### src/rtl/prime_table_totient_mobius_unit_assert.svh
// assertion macros for the prime table unit
// used by prime_table_totient_mobius_unit only
`ifndef PRIME_TABLE_TOTIENT_MOBIUS_UNIT_ASSERT_SVH
`define PRIME_TABLE_TOTIENT_MOBIUS_UNIT_ASSERT_SVH

// clocked check, masked during reset
`define PTM_ASSERT(label, prop, msg) \
   label: assert property (@(posedge clock) disable iff (reset) prop) else $error(msg);

// condition that must never hold, masked during reset
`define PTM_NEVER(label, cond, msg) \
   label: assert property (@(posedge clock) disable iff (reset) !(cond)) else $error(msg);

`endif

### src/rtl/ptm_pkg.sv
// shared types and codes for the prime table unit
// no dependencies
package ptm_pkg;

   localparam logic       REQ_BUILD = 1'b0;
   localparam logic       REQ_QUERY = 1'b1;

   localparam logic [1:0] STATUS_OK       = 2'd0;
   localparam logic [1:0] STATUS_BUILT    = 2'd1;
   localparam logic [1:0] STATUS_NOTREADY = 2'd2;

   typedef struct packed {
      logic        start;
      logic [15:0] dividend;
      logic [15:0] divisor;
   } div_req_type;

   typedef struct packed {
      logic        done;
      logic [15:0] quotient;
   } div_rsp_type;

endpackage

### src/rtl/ptm_div.sv
// iterative restoring divider, one quotient bit per cycle
// depends on ptm_pkg
module ptm_div
   import ptm_pkg::*;
(
   input  logic        clock,
   input  logic        reset,
   input  div_req_type div_req,
   output div_rsp_type div_rsp
);

   logic        busy_ff, busy_in;
   logic        done_ff, done_in;
   logic [3:0]  cnt_ff, cnt_in;
   logic [15:0] rem_ff, rem_in;
   logic [15:0] quo_ff, quo_in;
   logic [15:0] dvs_ff, dvs_in;
   logic [16:0] trial;

   always_comb begin
      busy_in = busy_ff;
      done_in = 1'b0;
      cnt_in  = cnt_ff;
      rem_in  = rem_ff;
      quo_in  = quo_ff;
      dvs_in  = dvs_ff;
      trial   = {rem_ff, quo_ff[15]} - {1'b0, dvs_ff};
      if (div_req.start) begin
         busy_in = 1'b1;
         cnt_in  = '0;
         rem_in  = '0;
         quo_in  = div_req.dividend;
         dvs_in  = div_req.divisor;
      end else if (busy_ff) begin
         if (!trial[16]) begin
            rem_in = trial[15:0];
            quo_in = {quo_ff[14:0], 1'b1};
         end else begin
            rem_in = {rem_ff[14:0], quo_ff[15]};
            quo_in = {quo_ff[14:0], 1'b0};
         end
         cnt_in = cnt_ff + 4'd1;
         if (cnt_ff == 4'd15) begin
            busy_in = 1'b0;
            done_in = 1'b1;
         end
      end
   end

   always_ff @(posedge clock) begin
      if (reset) begin
         busy_ff <= 1'b0;
         done_ff <= 1'b0;
      end else begin
         busy_ff <= busy_in;
         done_ff <= done_in;
      end
      cnt_ff <= cnt_in;
      rem_ff <= rem_in;
      quo_ff <= quo_in;
      dvs_ff <= dvs_in;
   end

   assign div_rsp.done     = done_ff;
   assign div_rsp.quotient = quo_ff;

endmodule

### config.mk
export PLATFORM = sky130hd
export DESIGN_NAME = ptm_div
export DESIGN_NICKNAME = d
export VERILOG_FILES = /design/src/rtl/prime_table_totient_mobius_unit_assert.svh /design/src/rtl/ptm_pkg.sv /design/src/rtl/ptm_div.sv
export SDC_FILE = /design/constraint.sdc
export NUM_CORES = 1
export LEC_CHECK = 0
export CAP_MARGIN = 20
export CORE_MARGIN = 8
export CORE_UTILIZATION = 63
export DETAILED_ROUTE_END_ITERATION = 7
export DONT_BUFFER_PORTS = 1
export PLACE_DENSITY_LB_ADDON = 0.3
export SETUP_SLACK_MARGIN = 0.1
export SYNTH_ARGS = -nofsm -noshare
export SYNTH_HDL_FRONTEND = slang
export SYNTH_SLANG_ARGS = --single-unit
### constraint.sdc
create_clock -name clock -period 3.55 [get_ports clock]
set_input_delay 0 -clock clock [delete_from_list [all_inputs] [get_ports clock]]
set_output_delay 0 -clock clock [all_outputs]
set_load 0.01 [all_outputs]
==> impl_metrics.json, run 1 <==
{
  "clk_pin_slew_ns": 0.10,
  "drt_iter0_drc": 160,
  "cts_htree_levels": 2,
  "synth_warnings": 0,
  "antenna_found_initial": 0,
  "avgRoutedWirePerCell_microns": 17.0,
  "crit_path_start_kind": "flop",
  "cp.required_ns": 3.80,
  "grt_pass1_vias": 2296,
  "layout_min_cycle_time_ns": 2.99,
  "synth_top_family_by_area": "compound AO/OA/AOI/OAI gates",
  "synth_cells": 297,
  "dieArea_sq_um": 7410,
  "post_cts.repair.setup_buffers": 0,
  "port_buffers": 0,
  "hold_path_end": "rem_ff[0]",
  "synth_compound_area_frac": 0.144,
  "ys_seq_area_frac": 0.453,
  "worstPathMaxFanout": 16,
  "vdd_drop_max_mv": 0.383,
  "drtPass1Iterations": 5,
  "worstSetupPathType": "reg2reg",
  "worstReg2RegStart": "quo_ff[15]",
  "final.setup_skew_ns": 0.0158,
  "clock-sinks": 54,
  "drc_errors": 0,
  "totalWireLength_mm": 6.75,
  "post_drt_via_cell_ratio": 5.89,
  "synth-simple-area-share": 0.125,
  "period_share": 0.842,
  "gp_congestion": 0.880,
  "core_area_sq_um": 4720,
  "final_cell_mix": "dlygate4sd3_1 (33), edfxtp_1 (32), nor2_1 (25), inv_1 (23), dfxtp_1 (22)",
  "area_growth_syn_to_layout_pct": 15.2,
  "netlist_top_cells_area": "edfxtp_1 (31%), dfxtp_1 (14%), ha_1 (6.9%)",
  "drive_gt1_frac": 0.118,
  "status": "complete, no violations",
  "initial_core_util": 0.655,
  "end_kind": "flop",
  "fmax_mhz": 334,
  "hold_viol_final": 0,
  "ys_types": 48,
  "cts_resized": 0,
  "grt_use_total": 0.187,
  "crit_chain": "inv_1, ha_1, fa_1, nand2b_1, a21oi_2, o21ai_2, or4_4, nand3_4, mux2_2, a211oi_2",
  "synth_edf_count": 32,
  "hold_start": "div_req[32]",
  "maxCapViolCount": 0,
  "dp_hpwl_mm": 4.40,
  "clk_path_buf_depth": 2,
  "hold_class": "in2reg",
  "whs_ns": 0.00779,
  "async_reset_ff_frac": 0,
  "nFillCells": 314,
  "num_vias": 2339,
  "final_common_cell": "dlygate4sd3_1",
  "synth_nets": 350,
  "maxSlewViolCount": 0,
  "reg2reg_depth": 10,
  "setup_violations": 0,
  "ios": 52,
  "synth_mux_area_frac": 0.114,
  "root_buffer": "clkbuf_8",
  "insertion_delay_ns": 0.31,
  "synth-xor-area-share": 0.0425,
  "drtAntennaViolNets": 0,
  "cts_tree": "built",
  "layout.nets": 382,
  "arrival_ns": 3.24,
  "multi_input_area_sq_um": 1550,
  "slowest_delay_ns": 0.44,
  "yosysTopAreaCellShare": 0.311,
  "slew_headroom": 0.577,
  "synthesis.area_sq_um": 3090,
  "synth.avg_cell_area_sq_um": 10.4,
  "r2r_end": "rem_ff[0]",
  "grt_setup_unrepaired": "false",
  "leakage_uw": 0.00134,
  "die_w_microns": 86.1,
  "rows": 25,
  "worst_pin_slew_ns": 0.634,
  "diodes": 0,
  "yosysTopAreaCell": "edfxtp_1",
  "seq_area_sq_um": 1400,
  "synthAdderAreaFrac": 0.0752,
  "ys_seq_elements": 54,
  "synth_ff_type": "edfxtp_1",
  "whs_path_depth": 2,
  "overflow": 0,
  "slowest_stage": "or4_4",
  "finalSetupTns_ns": 0,
  "die_y_microns": 86.1,
  "cts_made_buffers": 5,
  "r2r_slack_ns": 0.56,
  "grt_max_degree": 49,
  "grt_pass1_wl_mm": 11.1,
  "pwr_density_cell_nw_per_um2": 396
}
[cell families (layout without fill, tap and decap cells)]
logic type | count (synthesis) | after routing
fa+ha+maj | 18 | 18
simple gates | 77 | 77
xor+xnor | 15 | 15
flops | 54 | 54
mux | 33 | 33
buf+inv | 33 | 66
compound gates | 67 | 67
[where the power goes]
group | switching, uW | leakage (uW) | internal [uW] | total, uW
Combinational | 168 | 0.000804 | 142 | 310
Sequential | 40.6 | 0.000498 | 719 | 760
Clock | 201 | 0.0000374 | 139 | 340
[state kept, by name, indices dropped and copies added, names as in the netlist]
register and flops:
busy_ff 1, cnt_ff 4, done_ff 1, dvs_ff 16
quo_ff 16, rem_ff 16
[Yosys cell counts (6+ instances only)]
| master | n |
|---|---|
| ha_1 | 17 |
| a21oi_1 | 16 |
| mux2i_1 | 15 |
| xor2_1 | 8 |
| nand2_1 | 19 |
| a211oi_1 | 11 |
| xnor2_1 | 7 |
| o21ai_0 | 10 |
| o21ai_1 | 9 |
| nand2b_1 | 6 |
| mux2_2 | 17 |
| inv_1 | 23 |
| nor2_1 | 25 |
| edfxtp_1 | 32 |
| dfxtp_1 | 22 |
| nand3_1 | 7 |
[metrics by stage]
step                      instance area [sq um]  power [uW]  setup WS [ns]   util  cells
after floorplan                            3090         991          0.902      -    297
after global placement                     3130        1030          0.648  0.662    355
after detailed placement                   3130        1040          0.584  0.662    355
after CTS                                  3560        1410          0.564  0.754    397
after global routing                       3560        1480          0.388  0.754    397
final                                      3560        1410          0.560  0.754    397
[metal layers]
metal / part of all wire / global-route usage / vias up
met5: 0 / 0 / -
met4: 0.019 / 0.0701 / 0
met3: 0.051 / 0.0430 / 12
met2: 0.53 / 0.332 / 68
met1: 0.40 / 0.212 / 1121
li1: - / - / 1138
[timing repair]
action	in CTS	in global routing
hold buffers	34	0
setup endpoints to repair	0	0
hold endpoints to repair	70	0
[worst max-delay path: cells and delay by family (launching register included)]
kind / cells / cell delay [ns]
mux: 1 / 0.39
compound gates: 3 / 0.51
fa+ha+maj: 2 / 0.63
simple gates: 3 / 0.88
flops: 1 / 0.42
buf+inv: 1 / 0.08
[worst max path at each step]
stage | slack (ns) | startpoint | to | cells past startpoint
after global placement | 0.65 | quo_ff[15] | rem_ff[0] | 10
after CTS | 0.56 | quo_ff[15] | rem_ff[0] | 10
final | 0.56 | quo_ff[15] | rem_ff[0] | 10
after global routing | 0.39 | quo_ff[15] | rem_ff[0] | 10
after floorplan | 0.90 | quo_ff[15] | rem_ff[0] | 10
after detailed placement | 0.58 | quo_ff[15] | rem_ff[0] | 10
[final cells by class]
cell class                      instances  share of cell area
Clock buffer                            6              0.0204
Clock inverter                          2             0.00421
Inverter                               23              0.0242
Multi-Input combinational cell        210               0.434
Sequential cell                        54               0.393
Tap cell                               67              0.0235
Timing Repair Buffer                   35               0.100
No activity file was read; power rests on OpenSTA's default activity.
==> run 2, diff against run 1 <==
==> constraint.sdc (replaced) <==
create_clock -name clock -period 2.9 [get_ports clock]
set_input_delay 0 -clock clock [delete_from_list [all_inputs] [get_ports clock]]
set_output_delay 0 -clock clock [all_outputs]
set_load 0.01 [all_outputs]
==> impl_metrics.json, run 2 (synthesis results as in run 1) <==
{
  "switching_power_uw": 539,
  "nFillCells": 294,
  "arrival_ns": 2.93,
  "r2r_slack_ns": 0.20,
  "status": "complete, no violations",
  "clk_pin_slew_ns": 0.10,
  "p_clk_frac": 0.280,
  "die_y_microns": 86.1,
  "num_vias": 2410,
  "seq_area_sq_um": 1400,
  "finalSetupTns_ns": 0,
  "post_drt_via_cell_ratio": 5.97,
  "drt_iter0_drc": 142,
  "drtAntennaViolNets": 0,
  "final_common_cell": "dlygate4sd3_1",
  "port_buffers": 0,
  "layout.nets": 389,
  "pwr-share-seq": 0.497,
  "setup_violations": 0,
  "antenna_found_initial": 0,
  "grt_max_degree": 49,
  "ios": 52,
  "totalWireLength_mm": 7.45,
  "layout_min_cycle_time_ns": 2.70,
  "drive_gt1_frac": 0.148,
  "grt_use_total": 0.200,
  "fmax_mhz": 371,
  "insertion_delay_ns": 0.31,
  "rows": 25,
  "final_cell_mix": "dlygate4sd3_1 (34), edfxtp_1 (32), nor2_1 (25), inv_1 (23), dfxtp_1 (22)",
  "cp.required_ns": 3.14,
  "reg.largest.list": "dvs_ff (16), quo_ff (16), rem_ff (16)",
  "overflow": 0,
  "maxSlewViolCount": 0,
  "pwr_density_cell_nw_per_um2": 507,
  "cts_tree": "built",
  "crit_path_start_kind": "flop",
  "worstSetupPathType": "reg2reg",
  "cts_made_buffers": 5,
  "grt_setup_unrepaired": "false",
  "final.setup_skew_ns": 0.00514,
  "initial_core_util": 0.655,
  "die_w_microns": 86.1,
  "cts_htree_levels": 2,
  "intPower_uw": 1330,
  "drtPass1Iterations": 6,
  "diodes": 0,
  "dp_hpwl_mm": 4.44,
  "utilization": 0.781,
  "swShare": 0.288,
  "vdd_drop_max_mv": 0.408,
  "end_kind": "flop",
  "drc_errors": 0,
  "worst_pin_slew_ns": 0.628,
  "maxCapViolCount": 0,
  "core_area_sq_um": 4720,
  "hold_class": "in2reg",
  "combPwrFrac": 0.223,
  "grt_pass1_vias": 2336,
  "clk_path_buf_depth": 2,
  "hold_viol_final": 0,
  "clock-sinks": 54,
  "placedInstanceArea_sq_um": 3150,
  "gp_congestion": 0.852,
  "slew_headroom": 0.581,
  "dieArea_sq_um": 7410,
  "grt_pass1_wl_mm": 11.7,
  "area_growth_syn_to_layout_pct": 19.2,
  "avgRoutedWirePerCell_microns": 18.4,
  "multi_input_area_sq_um": 1580,
  "root_buffer": "clkbuf_8",
  "final_area_sq_um": 3690,
  "worstPathMaxFanout": 7,
  "period_share": 0.930,
  "leakage_uw": 0.00140
}
==> run 2: critical path, cell delays in order (launching register included) <==
cell      delay, ns
edfxtp_1       0.36
inv_1          0.06
ha_1           0.22
fa_2           0.37
nand2b_4       0.18
a21oi_4        0.20
o21ai_4        0.11
or4_4          0.44
nand3_4        0.12
mux2_2         0.35
a211oi_2       0.21
==> run 2: area by class of cell <==
type                            instances  area share
Timing Repair Buffer                   42       0.114
Multi-Input combinational cell        210       0.428
Sequential cell                        54       0.380
Tap cell                               67      0.0227
Clock inverter                          3      0.0132
Inverter                               23      0.0234
Clock buffer                            5      0.0187
==> run 2: timing repair <==
item / in CTS / in global routing
endpoints found under the setup margin: 0 / 12
hold endpoints to repair: 70 / 0
setup buffers: 0 / 3
resized for setup: 0 / 8
hold buffers: 35 / 0
==> run 2: per-stage QoR <==
stage | setup WS (ns) | cells | hold slack, ns | power [uW]
floorplan | 0.252 | 297 | 0.0724 | 1210
global placement | 0.249 | 358 | 0.0713 | 1270
detailed placement | 0.176 | 358 | 0.0723 | 1270
CTS | 0.125 | 401 | 0.298 | 1840
global route | 0.0994 | 404 | 0.297 | 1960
finish | 0.204 | 404 | 0.307 | 1870
==> run 2: path summary, 6_finish.rpt <==
check | start | to | cells after the start
max | quo_ff[15] | rem_ff[0] | 10
min | div_req[1] | dvs_ff[1] | 1
max reg2reg | quo_ff[15] | rem_ff[0] | 10
min reg2reg | rem_ff[12] | rem_ff[12] | 2
==> run 2: power groups by stage <==
stage | sequential (uW) | clock [uW] | combinational, uW
2_1_floorplan | 933 | 0 | 280
3_3_place_gp | 944 | 0 | 322
3_5_place_dp | 946 | 0 | 328
4_1_cts | 929 | 533 | 381
5_1_grt | 938 | 566 | 453
6_report | 931 | 524 | 417
==> run 2: layer usage <==
layer | track usage | wire, microns
met5 | 0 | 0
met3 | 0.0401 | 431
met4 | 0.0732 | 87
met2 | 0.357 | 4010
met1 | 0.229 | 2930
==> run 3, diff against run 2 <==
--- a/config.mk
+++ b/config.mk
@@ -11,6 +11,7 @@
 export DETAILED_ROUTE_END_ITERATION = 7
 export DONT_BUFFER_PORTS = 1
 export PLACE_DENSITY_LB_ADDON = 0.3
+export RECOVER_POWER = 50
 export SETUP_SLACK_MARGIN = 0.1
 export SYNTH_ARGS = -nofsm -noshare
 export SYNTH_HDL_FRONTEND = slang
==> impl_metrics.json, run 3 (synthesis results as in run 1) <==
{
  "rows": 25,
  "intPower_uw": 1330,
  "slew_headroom": 0.0315,
  "setup_violations": 0,
  "worst_pin_slew_ns": 1.45,
  "clk_pin_slew_ns": 0.10,
  "worstSetupPathType": "reg2reg",
  "drive_gt1_frac": 0.145,
  "grt_setup_unrepaired": "false",
  "num_vias": 2413,
  "period_share": 0.943,
  "layout.nets": 389,
  "final_cell_mix": "dlygate4sd3_1 (34), edfxtp_1 (32), nor2_1 (25), inv_1 (23), dfxtp_1 (22)",
  "status": "complete, no violations",
  "totalWireLength_mm": 7.47,
  "final_common_cell": "dlygate4sd3_1",
  "finalSetupTns_ns": 0,
  "overflow": 0,
  "end_kind": "flop",
  "crit_path_start_kind": "flop",
  "nFillCells": 296,
  "leakage_uw": 0.00140,
  "avgRoutedWirePerCell_microns": 18.5,
  "switching_power_uw": 543,
  "worstReg2RegStart": "quo_ff[15]",
  "initial_core_util": 0.655,
  "port_buffers": 0,
  "hold_viol_final": 0,
  "root_buffer": "clkbuf_8",
  "hold_class": "in2reg",
  "post_drt_via_cell_ratio": 5.97,
  "drt_iter0_drc": 150,
  "vdd_drop_max_mv": 0.408,
  "diodes": 0,
  "p_clk_frac": 0.281,
  "arrival_ns": 2.85,
  "ios": 52,
  "maxCapViolCount": 0,
  "cts_htree_levels": 2,
  "maxSlewViolCount": 0,
  "worstPathMaxFanout": 7,
  "insertion_delay_ns": 0.32,
  "pwr-share-seq": 0.497,
  "dp_hpwl_mm": 4.44,
  "grt_use_total": 0.200,
  "swShare": 0.289,
  "pwr_density_cell_nw_per_um2": 508,
  "combPwrFrac": 0.222,
  "cts_made_buffers": 5,
  "fin_total_pwr_uw": 1870,
  "area_growth_syn_to_layout_pct": 19.1,
  "fmax_mhz": 366,
  "final_area_sq_um": 3690,
  "cp.required_ns": 3.02,
  "reg.largest.list": "dvs_ff (16), quo_ff (16), rem_ff (16)",
  "grt_pass1_vias": 2336,
  "final.setup_skew_ns": 0.00477,
  "crit_path_start": "quo_ff[15]",
  "antenna_found_initial": 0,
  "whs_ns": 0.303,
  "die_y_microns": 86.1,
  "hold_start": "div_req[1]",
  "r2r_slack_ns": 0.17,
  "cts_tree": "built",
  "die_w_microns": 86.1,
  "grt_max_degree": 49,
  "utilization": 0.780,
  "clk_path_buf_depth": 2,
  "dieArea_sq_um": 7410,
  "placedInstanceArea_sq_um": 3150,
  "clock-sinks": 54,
  "drtPass1Iterations": 5,
  "core_area_sq_um": 4720,
  "layout_min_cycle_time_ns": 2.73,
  "grt_pass1_wl_mm": 11.7,
  "gp_congestion": 0.852,
  "drtAntennaViolNets": 0,
  "drc_errors": 0
}
-- run 3: cell types whose count changed in the layout (fill, tap and decap cells not counted), sizes merged --
cell	delta
buf	-2
clkbuf	+2
-- run 3: path summary, 6_finish.rpt --
check,to,depth (start not counted)
worst max-delay path,rem_ff[6],11
worst max register to register,rem_ff[6],11
worst min register to register,rem_ff[12],2
worst min-delay path,dvs_ff[1],1
-- run 3: metrics by stage --
stage / setup slack [ns] / cells
after global placement: 0.249 / 358
after floorplan: 0.252 / 297
after global routing: 0.0611 / 404
after CTS: 0.125 / 401
final: 0.165 / 404
after detailed placement: 0.176 / 358
-- run 3: power groups by stage --
stage | registers (uW) | clock network, uW | logic (uW)
2_1_floorplan | 933 | 0 | 280
4_1_cts | 929 | 533 | 381
6_report | 931 | 527 | 416
3_3_place_gp | 944 | 0 | 322
5_1_grt | 938 | 566 | 452
3_5_place_dp | 946 | 0 | 328
-- run 3: per-layer routing --
| layer | vias up | track usage | routed length [microns] |
|---|---|---|---|
| met5 | - | 0 | 0 |
| met4 | 0 | 0.0732 | 106 |
| met3 | 13 | 0.0401 | 404 |
| met2 | 77 | 0.357 | 4020 |
| met1 | 1166 | 0.229 | 2940 |
| li1 | 1157 | - | - |
-- run 3: critical path, cell delays in order (launching register included) --
cell and delay, ns:
edfxtp_1 0.36, inv_1 0.06, ha_1 0.22, fa_2 0.37, nand2b_4 0.18, a21oi_4 0.20
o21ai_4 0.11, or4_4 0.44, nand3_4 0.12, buf_6 0.15, mux2i_1 0.21, a211oi_1 0.11
-- run 3: cell type report --
class	count	area, sq um	share of cell area
Inverter	23	86.3	0.0234
Clock inverter	3	48.8	0.0132
Multi-Input combinational cell	210	1580	0.429
Clock buffer	5	68.8	0.0187
Tap cell	67	83.8	0.0227
Timing Repair Buffer	42	417	0.113
Sequential cell	54	1400	0.380
-- run 3: what timing repair did --
item,in CTS,in global routing
endpoints found under the setup margin,0,12
hold buffers,35,0
buffers inserted,0,3
endpoints found under the hold margin,70,0
resized for setup,0,8
